## config.mk

```make
export PLATFORM = sky130hd
export DESIGN_NAME = tclru_ctrl
export DESIGN_NICKNAME = d
export VERILOG_FILES = /design/src/sv/tclru_pkg.sv /design/src/sv/tclru_ctrl.sv
export SDC_FILE = /design/constraint.sdc
export NUM_CORES = 1
export LEC_CHECK = 0
export ABC_AREA = 1
export BUFFER_PORTS_ARGS = -buffer_cell sky130_fd_sc_hd__buf_2
export CORE_UTILIZATION = 45
export CTS_CLUSTER_DIAMETER = 80
export CTS_CLUSTER_SIZE = 24
export DETAILED_ROUTE_END_ITERATION = 7
export PLACE_DENSITY = 0.68
export SETUP_SLACK_MARGIN = 0.2
export SYNTH_ARGS = -nofsm -noshare
export SYNTH_HDL_FRONTEND = slang
export SYNTH_SLANG_ARGS = --single-unit
```

## constraint.sdc

```tcl
create_clock -name clk -period 1.5 [get_ports clk]
set_input_delay 0.15 -clock clk [delete_from_list [all_inputs] [get_ports clk]]
set_output_delay 0.15 -clock clk [all_outputs]
set_load 0.005 [all_outputs]
```

## src/sv/tclru_pkg.sv

```systemverilog
`timescale 1ns / 1ps
// Shared types, widths and codes for the tile cache LRU table.
package tclru_pkg;

  localparam int DEF_ENTRIES = 64;

  localparam int MODE_W   = 2;
  localparam int SRC_W    = 8;
  localparam int GRID_W   = 20;
  localparam int ZOOM_W   = 5;
  localparam int KEY_W    = SRC_W + GRID_W + GRID_W + ZOOM_W;
  localparam int HANDLE_W = 16;
  localparam int STAMP_W  = 32;
  localparam int TOTAL_W  = 32;
  localparam int COUNT_W  = 7;

  typedef logic [MODE_W-1:0] mode_t;

  localparam mode_t MODE_LOOKUP = 2'd0;
  localparam mode_t MODE_INSERT = 2'd1;
  localparam mode_t MODE_CLEAR  = 2'd2;

  typedef struct packed {
    logic                valid;
    logic [KEY_W-1:0]    key;
    logic [HANDLE_W-1:0] handle;
    logic [STAMP_W-1:0]  stamp;
  } entry_t;

  // Controller -> datapath
  typedef struct packed {
    logic load;      // capture the input beat, restart scan trackers
    logic scan_rd;   // read entry at scan address, advance address
    logic clr_wr;    // invalidate entry at scan address, advance address
    logic decide;    // register the insert/lookup decision
    logic wr_evict;  // invalidate the oldest entry when required
    logic wr_slot;   // write the target entry when required
    logic finish;    // update counters, load the result register
  } cmd_t;

  // Datapath -> controller
  typedef struct packed {
    logic addr_last;
  } sts_t;

endpackage

```

## src/sv/tclru_ctrl.sv

```systemverilog
`timescale 1ns / 1ps
// Sequencing state machine and handshake control for the tile cache LRU table.
module tclru_ctrl (
  input  logic              clk,
  input  logic              rst_n,
  input  logic              in_valid,
  input  tclru_pkg::mode_t  in_mode,
  output logic              in_ready,
  output logic              out_valid,
  input  logic              out_ready,
  output tclru_pkg::cmd_t   cmd,
  input  tclru_pkg::sts_t   sts
);

  typedef enum logic [8:0] {
    ST_INIT  = 9'b000000001,
    ST_IDLE  = 9'b000000010,
    ST_SCAN  = 9'b000000100,
    ST_DRAIN = 9'b000001000,
    ST_DEC   = 9'b000010000,
    ST_WRE   = 9'b000100000,
    ST_WRS   = 9'b001000000,
    ST_CLR   = 9'b010000000,
    ST_FIN   = 9'b100000000
  } state_t;

  state_t state_r, state_nxt;
  logic   out_valid_r, out_valid_nxt;

  always_comb begin
    state_nxt = state_r;
    cmd       = '0;
    case (state_r)
      ST_INIT: begin
        cmd.clr_wr = 1'b1;
        if (sts.addr_last) state_nxt = ST_IDLE;
      end
      ST_IDLE: begin
        if (in_valid) begin
          cmd.load = 1'b1;
          if (in_mode inside {tclru_pkg::MODE_LOOKUP, tclru_pkg::MODE_INSERT}) begin
            state_nxt = ST_SCAN;
          end else if (in_mode == tclru_pkg::MODE_CLEAR) begin
            state_nxt = ST_CLR;
          end else begin
            state_nxt = ST_FIN;
          end
        end
      end
      ST_SCAN: begin
        cmd.scan_rd = 1'b1;
        if (sts.addr_last) state_nxt = ST_DRAIN;
      end
      ST_DRAIN: state_nxt = ST_DEC;
      ST_DEC: begin
        cmd.decide = 1'b1;
        state_nxt  = ST_WRE;
      end
      ST_WRE: begin
        cmd.wr_evict = 1'b1;
        state_nxt    = ST_WRS;
      end
      ST_WRS: begin
        cmd.wr_slot = 1'b1;
        state_nxt   = ST_FIN;
      end
      ST_CLR: begin
        cmd.clr_wr = 1'b1;
        if (sts.addr_last) state_nxt = ST_FIN;
      end
      ST_FIN: begin
        if (!out_valid_r || out_ready) begin
          cmd.finish = 1'b1;
          state_nxt  = ST_IDLE;
        end
      end
      default: state_nxt = ST_IDLE;
    endcase
  end

  always_comb begin
    out_valid_nxt = out_valid_r;
    if (cmd.finish) begin
      out_valid_nxt = 1'b1;
    end else if (out_ready) begin
      out_valid_nxt = 1'b0;
    end
  end

  always_ff @(posedge clk) begin
    if (!rst_n) begin
      state_r     <= ST_INIT;
      out_valid_r <= 1'b0;
    end else begin
      state_r     <= state_nxt;
      out_valid_r <= out_valid_nxt;
    end
  end

  assign in_ready  = (state_r == ST_IDLE);
  assign out_valid = out_valid_r;

endmodule

```

==> reports/summary.txt <==
Largest net degree at the start of global routing: 9
First-pass GRT wire length: 3.77 mm
Setup CP Type: flip-flop to primary output
Setup Skew: 0.00263 ns
Routability cong.: 0.791
Bufs and invs on worst path: 1
Cell family with most CP delay: simple AND/OR/NAND/NOR gates
Starting density of the core: 48.2%
Core area: 0.00151 mm^2
Vias/cell: 5.46
Residual DRC: 0
Via count: 895
Worst Tran Pin Value: 0.333 ns
Drt wl/cell: 14.4 um
Yosys warning total: 0
Root Driver: clkbuf_4
Worst Setup End Kind: primary output
Worst setup margin: 0.0406 ns
Total Power: 768 uW
Crit-path max FO: 6
Antenna cell count: 0
Endpoints failing setup: 0
Clk Latency, worst-skew pair: 0.27 ns
Crit-path cells: nor2_4, nand2_4, nor2_4, nand2_4, nor2_4, buf_2
Max Fclk: 0.685 GHz
Row cnt: 14
Slew Viols, Final: 0
Pwr dens: 677 mW/mm^2
RSZ-0062 raised after global routing: true
Clock power share: 31.9%
CTS max path bufs: 2
CP most frequent cell: nor2_4
DRT iter0 DRCs: 23
WP data arrival: 1.31 ns
DRT Pass-1 Iters: 4
Layout cells sized above 1: 52.7%
Max-cap viol count: 0
Worst hold path type: input pin to flip-flop
Sequential-to-total area share from yosys stat: 27.6%
Total internal power: 522 uW
GR Util All Layers: 28.8%
Worst Path Required: 1.35 ns
Slowest cell on crit path: dfxtp_4
Vias in the first global route: 854
Total wire length: 2.37 mm
Synthesized area: 726 um^2
Die ar.: 0.00178 mm^2
Net count, final: 156
CTS tree: built
Count of input and output buffers: 15
Status: finished clean
Net Count, Synth: 124
Endpoints failing hold: 0
Gate power share: 30.6%
Commonest non-fill, non-tap cell in the layout: nand2_1
Most frequent cells in the layout: 20 x nand2_1, 18 x nor2_1, 15 x inv_1
Setup WS pre-CTS: 0.0737 ns
Maximum vdd ir drop: 0.000428 V
Clk sink count: 10
Fin Setup TNS: 0 ns
LEAKAGE: 0.000560 uW
Synth Instances: 117
Die width: 42.2 um
Final Cycle Share: 97.3%
Reg power frac: 37.5%
Initial antenna violation count: 0
GR Overflow Total: 0
Post-DP HPWL: 1.31 mm
Total CTS buffers: 3
CTS H-Tree Depth: 1
Clk slew on worst S/H paths: 0.07 ns
Yosys reg bits: 10
Antenna Nets Post-Route: 0
CP peak stage delay: 0.37 ns
Netlist cell types: 21
I/O pin total: 16
CP Launch Type: flip-flop
Minimum clock period: 1.46 ns
Net Sw Frac: 32.0%
Syn avg cell area: 6.20 um^2
Synthesis-to-layout area growth: 56.4%
Rel. slew slack: 77.7%
Die Y: 42.2 um
NetSw: 246 uW
[timing repair]
action	in CTS	in global routing
endpoints found under the setup margin	15	15
setup buffers	10	2
hold buffers	0	0
pin swaps	8	10
gates resized for setup	39	11
[synthesized netlist by cell type]
cell       n  area (um^2)
a21oi_1    3         15.0
o211ai_1   1         7.51
nor2_1    24         90.1
dfxtp_1   10          200
inv_1     16         60.1
nand3_1    9         45.0
nor2_2     3         18.8
nor3_2     2         20.0
clkinv_2   1         5.00
buf_4      2         15.0
nor3_1     5         25.0
nand2_1   22         82.6
clkinv_4   1         8.76
nand4_1    4         25.0
nand3_4    1         17.5
nand2_4    1         11.3
inv_2      2         7.51
nor3b_1    1         7.51
nor4_1     2         12.5
nand3_2    2         20.0
nand2_2    5         31.3
[stage by stage]
stage | hold WS (ns) | std cells | utilization, % | instance area, um^2
2_1_floorplan | 0.220 | 117 | - | 726
3_3_place_gp | 0.363 | 148 | 54.5 | 821
3_5_place_dp | 0.358 | 148 | 54.5 | 821
4_1_cts | 0.0812 | 162 | 71.4 | 1080
5_1_grt | 0.0935 | 164 | 75.3 | 1130
6_report | 0.0787 | 164 | 75.3 | 1130
[power groups by stage]
| stage | Clock [uW] | Sequential [uW] | Combinational, uW |
|---|---|---|---|
| after floorplan | 0 | 292 | 109 |
| final | 245 | 288 | 235 |
| after CTS | 246 | 287 | 212 |
| after global routing | 265 | 289 | 255 |
| after detailed placement | 0 | 295 | 147 |
| after global placement | 0 | 295 | 148 |
[final timing paths]
path	start	to	slack, ns	depth (start not counted)
hold / removal	rst_n	state_r[0]	0.08	2
hold reg to reg	state_r[6]	state_r[5]	0.60	3
setup / recovery	state_r[4]	cmd[6]	0.04	6
setup reg to reg	state_r[4]	state_r[1]	0.09	9
[registers in the layout (all words and copies together), names as in the netlist]
name	count
out_valid	1
state_r	9
[per-layer routing]
| metal | GRT usage, % | up-vias | wire length [um] |
|---|---|---|---|
| met5 | 0 | - | 0 |
| li1 | - | 432 | - |
| met3 | 5.60 | 16 | 137 |
| met2 | 44.7 | 37 | 1140 |
| met1 | 35.1 | 410 | 952 |
| met4 | 21.3 | 0 | 135 |
[kinds of logic after synthesis]
kind of cell,synth area share [%]
AND/OR/NAND/NOR,56.0
buffers and inverters,13.3
flip-flops,27.6
AO/OA/AOI/OAI,3.10
[final cells by class]
class                   count  area, um^2
flip-flops and latches     10         226
clock buffers               4        36.3
fillers                   101         372
multi-input cells          85         563
repair buffers             29         203
inverters                  20        86.3
well taps                  16        20.0
(Power assumes the default switching activity.)
